===== src/hdl/uer_pkg.sv =====
// ----------------------------------------------------------------------------
// uer_pkg
// Shared types and constants for the ultrasonic echo ranger: beat payloads,
// measurement phases, status codes, register indexes and reset values.
// ----------------------------------------------------------------------------
package uer_pkg;

    localparam int COUNT_BITS_DEF = 17;
    localparam int CFG_DATA_W     = 32;
    localparam int CFG_INDEX_W    = 3;
    localparam int DIST_W         = 17;
    localparam int SCALE_FRAC     = 16;

    localparam logic [7:0]  TRIG_LEN_RST    = 8'd20;
    localparam logic [15:0] RISE_TIMEOUT_RST = 16'd10000;
    localparam logic [7:0]  US_PER_COUNT_RST = 8'd9;
    localparam int          MAX_COUNT_RST    = 100000;
    localparam logic [15:0] SCALE_RST        = 16'd10027;

    localparam logic [CFG_INDEX_W-1:0] CFG_TRIG_LEN     = 3'd0;
    localparam logic [CFG_INDEX_W-1:0] CFG_RISE_TIMEOUT = 3'd1;
    localparam logic [CFG_INDEX_W-1:0] CFG_US_PER_COUNT = 3'd2;
    localparam logic [CFG_INDEX_W-1:0] CFG_MAX_COUNT    = 3'd3;
    localparam logic [CFG_INDEX_W-1:0] CFG_SCALE        = 3'd4;

    localparam logic [1:0] ST_OK      = 2'd0;
    localparam logic [1:0] ST_TIMEOUT = 2'd1;
    localparam logic [1:0] ST_TOOLONG = 2'd2;

    typedef enum logic [1:0] {
        PH_IDLE = 2'd0,
        PH_TRIG = 2'd1,
        PH_WAIT = 2'd2,
        PH_MEAS = 2'd3
    } phase_t;

    typedef struct packed {
        logic start_req;
        logic echo_level;
    } in_beat_t;

    typedef struct packed {
        logic              trigger_level;
        logic              busy_res;
        logic              done_res;
        logic [1:0]        status;
        logic [DIST_W-1:0] dist_cm;
    } out_beat_t;

endpackage


===== src/hdl/ultrasonic_echo_ranger.sv =====
// ----------------------------------------------------------------------------
// ultrasonic_echo_ranger
// Trigger/echo range finder stepped by one input beat per microsecond tick.
//
// s_ channel: one beat per microsecond, carrying start_req and echo_level.
// m_ channel: exactly one result beat per input beat, in order, giving the
//   trigger pin level, busy and done flags, last status and last distance.
// cfg channel: register writes by index (0 trigger length, 1 rise timeout,
//   2 microseconds per count, 3 max count, 4 Q0.16 scale); always ready.
// Datapath: an accepted beat is registered in the input register, processed by a single
//   pass of logic (one COUNT_BITS x 16 multiply at most), and its result is loaded into
//   the result register once that stage is free or its beat is being taken.
// Throughput: one beat per cycle while m_ready is high, with the input register and
//   the result register both advancing together.
// Reset (aresetn low, synchronous): phase idle, counters and last result
//   cleared, registers back to their defaults, both pipeline stages empty.
// Stall: while m_ready is low the result holds; one more beat may sit in the
//   input register, after which s_ready drops until the result is taken.
// ----------------------------------------------------------------------------
module ultrasonic_echo_ranger #(
    parameter int COUNT_BITS = uer_pkg::COUNT_BITS_DEF
) (
    input  logic                             aclk,
    input  logic                             aresetn,
    input  logic                             s_valid,
    output logic                             s_ready,
    input  uer_pkg::in_beat_t                s_data,
    output logic                             m_valid,
    input  logic                             m_ready,
    output uer_pkg::out_beat_t               m_data,
    input  logic                             cfg_valid,
    output logic                             cfg_ready,
    input  logic [uer_pkg::CFG_INDEX_W-1:0]  cfg_index,
    input  logic [uer_pkg::CFG_DATA_W-1:0]   cfg_data
);

    localparam int DIST_W = uer_pkg::DIST_W;
    localparam int FRAC   = uer_pkg::SCALE_FRAC;
    localparam int PROD_W = (COUNT_BITS + 16 > FRAC + DIST_W) ? COUNT_BITS + 16
                                                               : FRAC + DIST_W;

    // configuration
    logic [7:0]            trig_len_reg;
    logic [15:0]           rise_timeout_reg;
    logic [7:0]            us_per_count_reg;
    logic [COUNT_BITS-1:0] max_count_reg;
    logic [15:0]           scale_reg;

    // pipeline
    logic                  in_valid_reg;
    uer_pkg::in_beat_t     in_data_reg;
    logic                  m_valid_reg;
    uer_pkg::out_beat_t    m_data_reg;
    logic                  advance;

    // measurement state
    uer_pkg::phase_t       phase_reg, phase_next;
    logic [15:0]           us_counter_reg, us_counter_next;
    logic [7:0]            presc_reg, presc_next;
    logic [COUNT_BITS-1:0] echo_count_reg, echo_count_next;
    logic [DIST_W-1:0]     last_dist_reg, last_dist_next;
    logic [1:0]            last_status_reg, last_status_next;
    uer_pkg::out_beat_t    result;

    // shared datapath
    logic                  start, echo;
    logic [COUNT_BITS-1:0] eff_count;
    logic [7:0]            eff_presc;
    logic                  tick_unit;
    logic [COUNT_BITS:0]   cnt_inc;
    logic                  tick_over;
    logic [7:0]            presc_inc;
    logic [7:0]            presc_new;
    logic [15:0]           wait_cnt;
    logic                  trig_end;
    logic                  fin_ok, fin_timeout, fin_toolong;
    logic [COUNT_BITS+15:0] prod_raw;
    logic [PROD_W-1:0]     prod;
    logic [DIST_W-1:0]     dist_calc;

    assign advance   = in_valid_reg && (!m_valid_reg || m_ready);
    assign s_ready   = !in_valid_reg || advance;
    assign m_valid   = m_valid_reg;
    assign m_data    = m_data_reg;
    assign cfg_ready = 1'b1;

    assign start = in_data_reg.start_req;
    assign echo  = in_data_reg.echo_level;

    // on the rise tick the unit counter starts from zero
    assign eff_count = (phase_reg == uer_pkg::PH_WAIT) ? '0 : echo_count_reg;
    assign eff_presc = (phase_reg == uer_pkg::PH_WAIT) ? 8'd0 : presc_reg;
    assign tick_unit = (eff_presc == 8'd0);
    assign cnt_inc   = {1'b0, eff_count} + {{COUNT_BITS{1'b0}}, 1'b1};
    assign tick_over = tick_unit && (cnt_inc > {1'b0, max_count_reg});
    assign presc_inc = eff_presc + 8'd1;
    assign presc_new = (presc_inc >= us_per_count_reg) ? 8'd0 : presc_inc;
    assign wait_cnt  = us_counter_reg + 16'd1;
    assign trig_end  = (us_counter_reg >= {8'd0, trig_len_reg});

    assign prod_raw  = echo_count_reg * scale_reg;
    assign prod      = PROD_W'(prod_raw);
    assign dist_calc = prod[FRAC +: DIST_W];

    assign fin_ok      = (phase_reg == uer_pkg::PH_MEAS) && !echo;
    assign fin_timeout = (phase_reg == uer_pkg::PH_WAIT) && !echo
                         && (wait_cnt >= rise_timeout_reg);
    assign fin_toolong = ((phase_reg == uer_pkg::PH_WAIT) || (phase_reg == uer_pkg::PH_MEAS))
                         && echo && tick_over;

    // next state
    always_comb begin
        phase_next       = phase_reg;
        us_counter_next  = us_counter_reg;
        presc_next       = presc_reg;
        echo_count_next  = echo_count_reg;
        last_dist_next   = last_dist_reg;
        last_status_next = last_status_reg;
        unique case (phase_reg)
            uer_pkg::PH_IDLE: begin
                if (start) begin
                    phase_next      = uer_pkg::PH_TRIG;
                    us_counter_next = 16'd1;
                end
            end
            uer_pkg::PH_TRIG: begin
                if (trig_end) begin
                    phase_next      = uer_pkg::PH_WAIT;
                    us_counter_next = 16'd0;
                end else begin
                    us_counter_next = us_counter_reg + 16'd1;
                end
            end
            uer_pkg::PH_WAIT: begin
                if (echo) begin
                    presc_next      = presc_new;
                    echo_count_next = cnt_inc[COUNT_BITS-1:0];
                    phase_next      = uer_pkg::PH_MEAS;
                end else begin
                    us_counter_next = wait_cnt;
                end
            end
            uer_pkg::PH_MEAS: begin
                if (echo) begin
                    presc_next = presc_new;
                    if (tick_unit) begin
                        echo_count_next = cnt_inc[COUNT_BITS-1:0];
                    end
                end
            end
            default: begin
                phase_next = uer_pkg::PH_IDLE;
            end
        endcase
        priority if (fin_toolong) begin
            phase_next       = uer_pkg::PH_IDLE;
            last_status_next = uer_pkg::ST_TOOLONG;
            last_dist_next   = '0;
        end else if (fin_timeout) begin
            phase_next       = uer_pkg::PH_IDLE;
            last_status_next = uer_pkg::ST_TIMEOUT;
            last_dist_next   = '0;
        end else if (fin_ok) begin
            phase_next       = uer_pkg::PH_IDLE;
            last_status_next = uer_pkg::ST_OK;
            last_dist_next   = dist_calc;
        end else begin
            phase_next = phase_next;
        end
    end

    // result beat
    always_comb begin
        result.trigger_level = ((phase_reg == uer_pkg::PH_IDLE) && start)
                               || ((phase_reg == uer_pkg::PH_TRIG) && !trig_end);
        result.busy_res      = (phase_next != uer_pkg::PH_IDLE);
        result.done_res      = fin_ok || fin_timeout || fin_toolong;
        result.status        = last_status_next;
        result.dist_cm       = last_dist_next;
    end

    // configuration writes
    always_ff @(posedge aclk) begin
        if (!aresetn) begin
            trig_len_reg     <= uer_pkg::TRIG_LEN_RST;
            rise_timeout_reg <= uer_pkg::RISE_TIMEOUT_RST;
            us_per_count_reg <= uer_pkg::US_PER_COUNT_RST;
            max_count_reg    <= COUNT_BITS'(uer_pkg::MAX_COUNT_RST);
            scale_reg        <= uer_pkg::SCALE_RST;
        end else if (cfg_valid && cfg_ready) begin
            unique case (cfg_index)
                uer_pkg::CFG_TRIG_LEN:     trig_len_reg     <= cfg_data[7:0];
                uer_pkg::CFG_RISE_TIMEOUT: rise_timeout_reg <= cfg_data[15:0];
                uer_pkg::CFG_US_PER_COUNT: us_per_count_reg <= cfg_data[7:0];
                uer_pkg::CFG_MAX_COUNT:    max_count_reg    <= cfg_data[COUNT_BITS-1:0];
                uer_pkg::CFG_SCALE:        scale_reg        <= cfg_data[15:0];
                default: begin
                end
            endcase
        end
    end

    // pipeline control and state
    always_ff @(posedge aclk) begin
        if (!aresetn) begin
            in_valid_reg    <= 1'b0;
            m_valid_reg     <= 1'b0;
            phase_reg       <= uer_pkg::PH_IDLE;
            us_counter_reg  <= '0;
            presc_reg       <= '0;
            echo_count_reg  <= '0;
            last_dist_reg   <= '0;
            last_status_reg <= uer_pkg::ST_OK;
        end else begin
            if (s_valid && s_ready) begin
                in_valid_reg <= 1'b1;
            end else if (advance) begin
                in_valid_reg <= 1'b0;
            end
            if (advance) begin
                m_valid_reg     <= 1'b1;
                phase_reg       <= phase_next;
                us_counter_reg  <= us_counter_next;
                presc_reg       <= presc_next;
                echo_count_reg  <= echo_count_next;
                last_dist_reg   <= last_dist_next;
                last_status_reg <= last_status_next;
            end else if (m_ready) begin
                m_valid_reg <= 1'b0;
            end
        end
    end

    // payload registers
    always_ff @(posedge aclk) begin
        if (s_valid && s_ready) begin
            in_data_reg <= s_data;
        end
        if (advance) begin
            m_data_reg <= result;
        end
    end

    // checks
    a_done_not_busy: assert property (@(posedge aclk) disable iff (!aresetn)
        m_valid && m_data.done_res |-> !m_data.busy_res)
        else $error("done beat reports busy");

    a_error_zero_dist: assert property (@(posedge aclk) disable iff (!aresetn)
        m_valid && (m_data.status != uer_pkg::ST_OK) |-> (m_data.dist_cm == '0))
        else $error("error status with nonzero distance");

    a_trig_busy: assert property (@(posedge aclk) disable iff (!aresetn)
        m_valid && m_data.trigger_level |-> m_data.busy_res)
        else $error("trigger high while not busy");

    a_stall_full: assert property (@(posedge aclk) disable iff (!aresetn)
        !s_ready |-> in_valid_reg && m_valid_reg && !m_ready)
        else $error("input stalled with free stage");

    a_hold_result: assert property (@(posedge aclk) disable iff (!aresetn)
        m_valid && !m_ready |=> m_valid && $stable(m_data_reg))
        else $error("stalled result changed");

endmodule


===== config.mk =====
export PLATFORM = sky130hd
export DESIGN_NAME = ultrasonic_echo_ranger
export DESIGN_NICKNAME = d
export VERILOG_FILES = /design/src/hdl/uer_pkg.sv /design/src/hdl/ultrasonic_echo_ranger.sv
export SDC_FILE = /design/constraint.sdc
export NUM_CORES = 1
export LEC_CHECK = 0
export ABC_CLOCK_PERIOD_IN_PS = 18200
export BUFFER_PORTS_ARGS = -buffer_cell sky130_fd_sc_hd__buf_2
export CAP_MARGIN = 10
export CORE_ASPECT_RATIO = 0.9
export CORE_UTILIZATION = 60
export CTS_CLUSTER_DIAMETER = 50
export CTS_CLUSTER_SIZE = 12
export DETAILED_ROUTE_END_ITERATION = 10
export PLACE_DENSITY = 0.89
export SYNTH_ARGS = -nofsm -noshare
export SYNTH_HDL_FRONTEND = slang
export SYNTH_SLANG_ARGS = --single-unit

===== constraint.sdc =====
create_clock -name aclk -period 18.2 [get_ports aclk]
set_input_delay 3.64 -clock aclk [delete_from_list [all_inputs] [get_ports aclk]]
set_output_delay 3.64 -clock aclk [all_outputs]
set_load 0.03 [all_outputs]

==> Yosys cells after proc, flatten, opt, wreduce, memory -nomap -nowiden <==
Index checks and enable logic that the tools add are counted.
{ "classes": {"addsub": 3, "n_mul": 1, "magnitude_cmp": 4, "n_eq_ne": 12, "muxes": 28, "reduce_logical": 37} }
{ "op_table": {"columns": ["operator", "n"], "rows": [
  ["2-to-1 mux 17 bit", 7],
  ["2-to-1 mux 16 bit", 3],
  ["case mux 16 bit (3 select lines)", 1],
  ["case mux 17 bit (2 select lines)", 1],
  ["multiplier 17 x 16 -> 33 bit", 1],
  ["adder 17 x 1 -> 18 bit (second input constant)", 1],
  ["> comparator 18 x 17 -> 1 bit", 1],
  ["2-to-1 mux 2 bit", 9],
  ["adder 16 x 1 -> 16 bit (second input constant)", 1],
  [">= comparator 16 bit", 1],
  [">= comparator 16 x 8 -> 1 bit", 1],
  ["2-to-1 mux 8 bit", 2],
  ["logical AND 1 bit", 10],
  ["inequality test 2 bit (second input constant)", 5],
  ["AND reduction 2 bit", 5],
  ["adder 8 x 1 -> 8 bit (second input constant)", 1],
  [">= comparator 8 bit", 1],
  ["zero test 8 bit", 1],
  ["nonzero test 2 bit", 4],
  ["== test 3 x 2 -> 1 bit (second input constant)", 2],
  ["logical OR 1 bit", 6],
  ["case mux 2 bit (3 select lines)", 1],
  ["AND reduction 5 bit", 1],
  ["== test 2 bit (second input constant)", 2],
  ["other kinds (11)", 17]
]} }
{ "word_totals": {"regBits": 153, "out_inout_bits": 25, "word_cells": 105} }

==> Longest topological paths before layout <==
{ "depth": {"depth_word": 8, "mapped_depth": 24, "mapped_depth_nobuf": 22} }

==> Worst setup path after synthesis <==
No wires, ideal clock.
{ "synth_path": {"kind": "input to output", "startpoint": "input m_ready", "endpoint": "output s_ready", "arrival_ns": 4.043, "t_required_ns": 14.560, "path_slack_ns": 10.517, "cell_stages": 2, "path_buffers": 0, "path_cell_list": "nor2b_1 -> nand2_1"} }
{ "synth_between": {"elab_chain_len": 3} }
{ "synth_rtl": {"columns": ["element", "line_no", "text"], "rows": [
  ["start: declaration", "ultrasonic_echo_ranger.sv:29", "input logic m_ready,"],
  ["logical OR 1 bit", "ultrasonic_echo_ranger.sv:81", "assign advance = in_valid_reg && (!m_valid_reg || m_ready);"],
  ["logical AND 1 bit", "ultrasonic_echo_ranger.sv:81", null],
  ["logical OR 1 bit", "ultrasonic_echo_ranger.sv:82", "assign s_ready = !in_valid_reg || advance;"],
  ["end: declaration", "ultrasonic_echo_ranger.sv:26", "output logic s_ready,"]
]} }
Every way passes these cells.

==> Final worst setup path <==
Ends and elaborated chain as after synthesis.

==> metrics.md <==
| Metric | Value |
|---|---|
| Required time worst endpoint | `roughly 15 ns` |
| CTS Buf Count | `17` |
| Commonest non-fill, non-tap cell in the layout | `nand2_1` |
| Resized cells post-CTS | `0` |
| Clk_lat worst skew | `roughly 0.44 ns` |
| Register bit total from synthesis | `approximately 150` |
| I/O pin count | `between 60 and 70` |
| Largest net degree at the start of global routing | `between 70 and 80` |
| Clk sinks | `153` |
| Die height | `approximately 160 um` |
| Grt met1 use | `0.3807` |
| Startpoint types | `input pin` |
| DRC viols | `0` |
| Post-synthesis area per instance | `8.576 um2` |
| Cell Pwr Density | `~43 mW/mm2` |
| 1st-iter DRT viols | `around 1.1k` |
| First-pass GRT wire length | `70120 um` |
| Setup CP Type | `in2out` |
| Yosys Warn Count | `0` |
| Async set or reset register ratio after synthesis | `0` |
| Fin cells | `roughly 2.3k` |
| Initial core utilization | `0.6108` |
| Worst-path clk slew | `0.06 ns` |
| Pleak | `just over 8 nW` |
| Total GRT Usage | `0.3163` |
| Most frequent cells in the layout | `nand2_1 (339), inv_1 (310), fa_1 (207)` |
| Worst hold slack | `around 0.45 ns` |
| Setup repair after global routing missed its margin | `false` |
| CP arrival | `approximately 4.2 ns` |
| Vias per cell | `~6` |
| Worst Hold Class | `reg2reg` |
| Post-layout util | `0.6466` |
| Initial antenna violation count | `0` |
| Area delta synth->final | `5.859%` |
| Syn Inst Count | `1925` |
| Worst Slack Setup Final | `between 10 and 15 ns` |
| Mapped Nets | `2335` |
| Worst Skew | `about 0.01 ns` |
| H-tree Lvls | `4` |
| Seq/Total Area, Yosys | `0.2001` |
| Max reg flops | `22` |
| CTS max path bufs | `2` |
| Antenna-violating nets left | `0` |
| Worst Max-Slew Pin Slew | `about 1.0 ns` |
| Remaining Overflow, GRT | `0` |
| Post-CTS Setup Repair Bufs | `0` |
| Crit Path Max Fanout | `4` |
| Max Cap Viol | `0` |
| Antenna cells | `0` |
| PortBufs | `50` |
| Final period utilization | `0.4304` |
| Synth Flop Type | `dfxtp_1` |
| Core area | `around 0.027 mm2` |
| Die Wd | `between 150 and 200 um` |
| Final net count | `2314` |
| Status | `completed` |
| TritonCTS clock tree | `done` |
| Clk root buf | `clkbuf_16` |
| Vias in the first global route | `approximately 15k` |
| Worst VDD drop | `between 60 and 70 uV` |
| Final GP Congestion | `around 0.92` |
| Hpwl dp | `a little over 30000 um` |
| Most Crowded Layer GR | `met2` |
| Drt wl/cell | `between 15 and 20 um` |
| Met3 Track Usage GR | `0.05755` |
| Final Hold Viols | `0` |
| Full die area | `about 0.028 mm2` |
| Fraction of layout instances using a drive strength above 1 | `0.05686` |
| Fmax | `roughly 0.13 GHz` |
| Final Setup Violations | `0` |
| Slew Limit Headroom | `0.3025` |
| Placed cell count | `roughly 2.2k` |
| GR Layer Usage met2 | `0.5250` |
| Fin crit period | `roughly 8 ns` |
| Count of cell types in the netlist | `67` |
| Number of synthesized flops with an enable pin | `24` |
| Total Neg Setup Slack | `0 ns` |
| DR vias | `between 10k and 15k` |
| CP endpoint kind | `primary output` |
| Row cnt | `between 50 and 60` |
| Slew Limit Fails | `0` |
| Place WS | `~10 ns` |
| TritonRoute pass-1 iters | `6` |
| Drt total wl | `approximately 43000 um` |
| CTS Hold Buffers Added | `0` |
| Netlist Area Pre-Place | `0.01651 mm2` |
layer usage:
layer,share of wire,up-vias
met1,0.36,6566
met3,0.098,205
met4,0.061,0
li1,-,6083
met5,0,-
met2,0.48,796
area by class of cell:
cell class,count,area [um2]
clock buffers,19,454.2
clock inverters,13,132.6
multi-input cells,1361,11650
well taps,354,442.9
repair buffers,59,321.6
inverters,312,1171
fillers,2027,9553
flip-flops and latches,153,3303
cell families after synthesis:
family                   synth area share
buffers and inverters             0.09451
XOR/XNOR                          0.02865
other                           0.0002271
adder cells (fa/ha/maj)            0.3730
AND/OR/NAND/NOR                    0.1892
multiplexers                      0.01516
flip-flops                         0.2001
AO/OA/AOI/OAI                     0.09921
per-stage QoR:
stage / area [um2] / power (mW)
global route: 17480 / 0.7750
floorplan: 16510 / 0.3888
global placement: 16870 / 0.4049
detailed placement: 16870 / 0.4073
CTS: 17460 / 0.7570
finish: 17480 / 0.7599
critical path: stages:
cell and delay, ns:
buf_2 0.09, nor2b_1 0.19, nand2_1 0.09, buf_2 0.18
path summary, 6_finish.rpt:
path / start / endpoint / slack (ns) / cells after the start
min reg2reg: us_per_count_reg[7]$_SDFFE_PN0P_ / us_per_count_reg[7]$_SDFFE_PN0P_ / 0.45 / 2
max: m_ready / s_ready / 10.37 / 4
min: us_per_count_reg[7]$_SDFFE_PN0P_ / us_per_count_reg[7]$_SDFFE_PN0P_ / 0.45 / 2
max reg2reg: echo_count_reg[10]$_SDFFE_PN0P_ / last_dist_reg[11]$_SDFFE_PN0P_ / 10.69 / 19
report_power, final:
group,total (mW),leakage [nW],internal (mW),switching (mW)
clock,0.358,0.288,0.200,0.158
combinational,0.0429,6.64,0.0120,0.0309
sequential,0.359,1.26,0.350,0.00955
synth_stat cells, types with 3 or more instances:
cell type | n | area share
nand3_1 | 46 | 0.014
clkbuf_1 | 86 | 0.020
nand4_1 | 12 | 0.0045
or3_1 | 5 | 0.0019
a22oi_1 | 3 | 0.0014
o211ai_1 | 22 | 0.010
buf_1 | 5 | 0.0011
o21a_1 | 7 | 0.0032
nand2b_1 | 5 | 0.0019
nor3_1 | 10 | 0.0030
a31oi_1 | 6 | 0.0023
o22ai_1 | 4 | 0.0015
or2_2 | 5 | 0.0019
inv_1 | 311 | 0.071
nand2_1 | 339 | 0.077
mux2i_1 | 25 | 0.015
a21o_1 | 21 | 0.0095
ha_1 | 161 | 0.12
nor4_1 | 7 | 0.0027
xor2_1 | 24 | 0.013
buf_4 | 3 | 0.0014
buf_2 | 5 | 0.0015
nor2b_1 | 9 | 0.0034
dfxtp_1 | 129 | 0.16
xnor2_1 | 30 | 0.016
fa_1 | 207 | 0.25
nor2_1 | 73 | 0.017
a22o_1 | 20 | 0.011
a21oi_1 | 106 | 0.032
a221o_1 | 3 | 0.0018
a211oi_1 | 12 | 0.0055
o21ai_0 | 20 | 0.0061
and2_1 | 125 | 0.047
edfxtp_1 | 24 | 0.044
o41ai_1 | 3 | 0.0016
and3_1 | 13 | 0.0049
No activity file was read; power rests on OpenSTA's default activity.
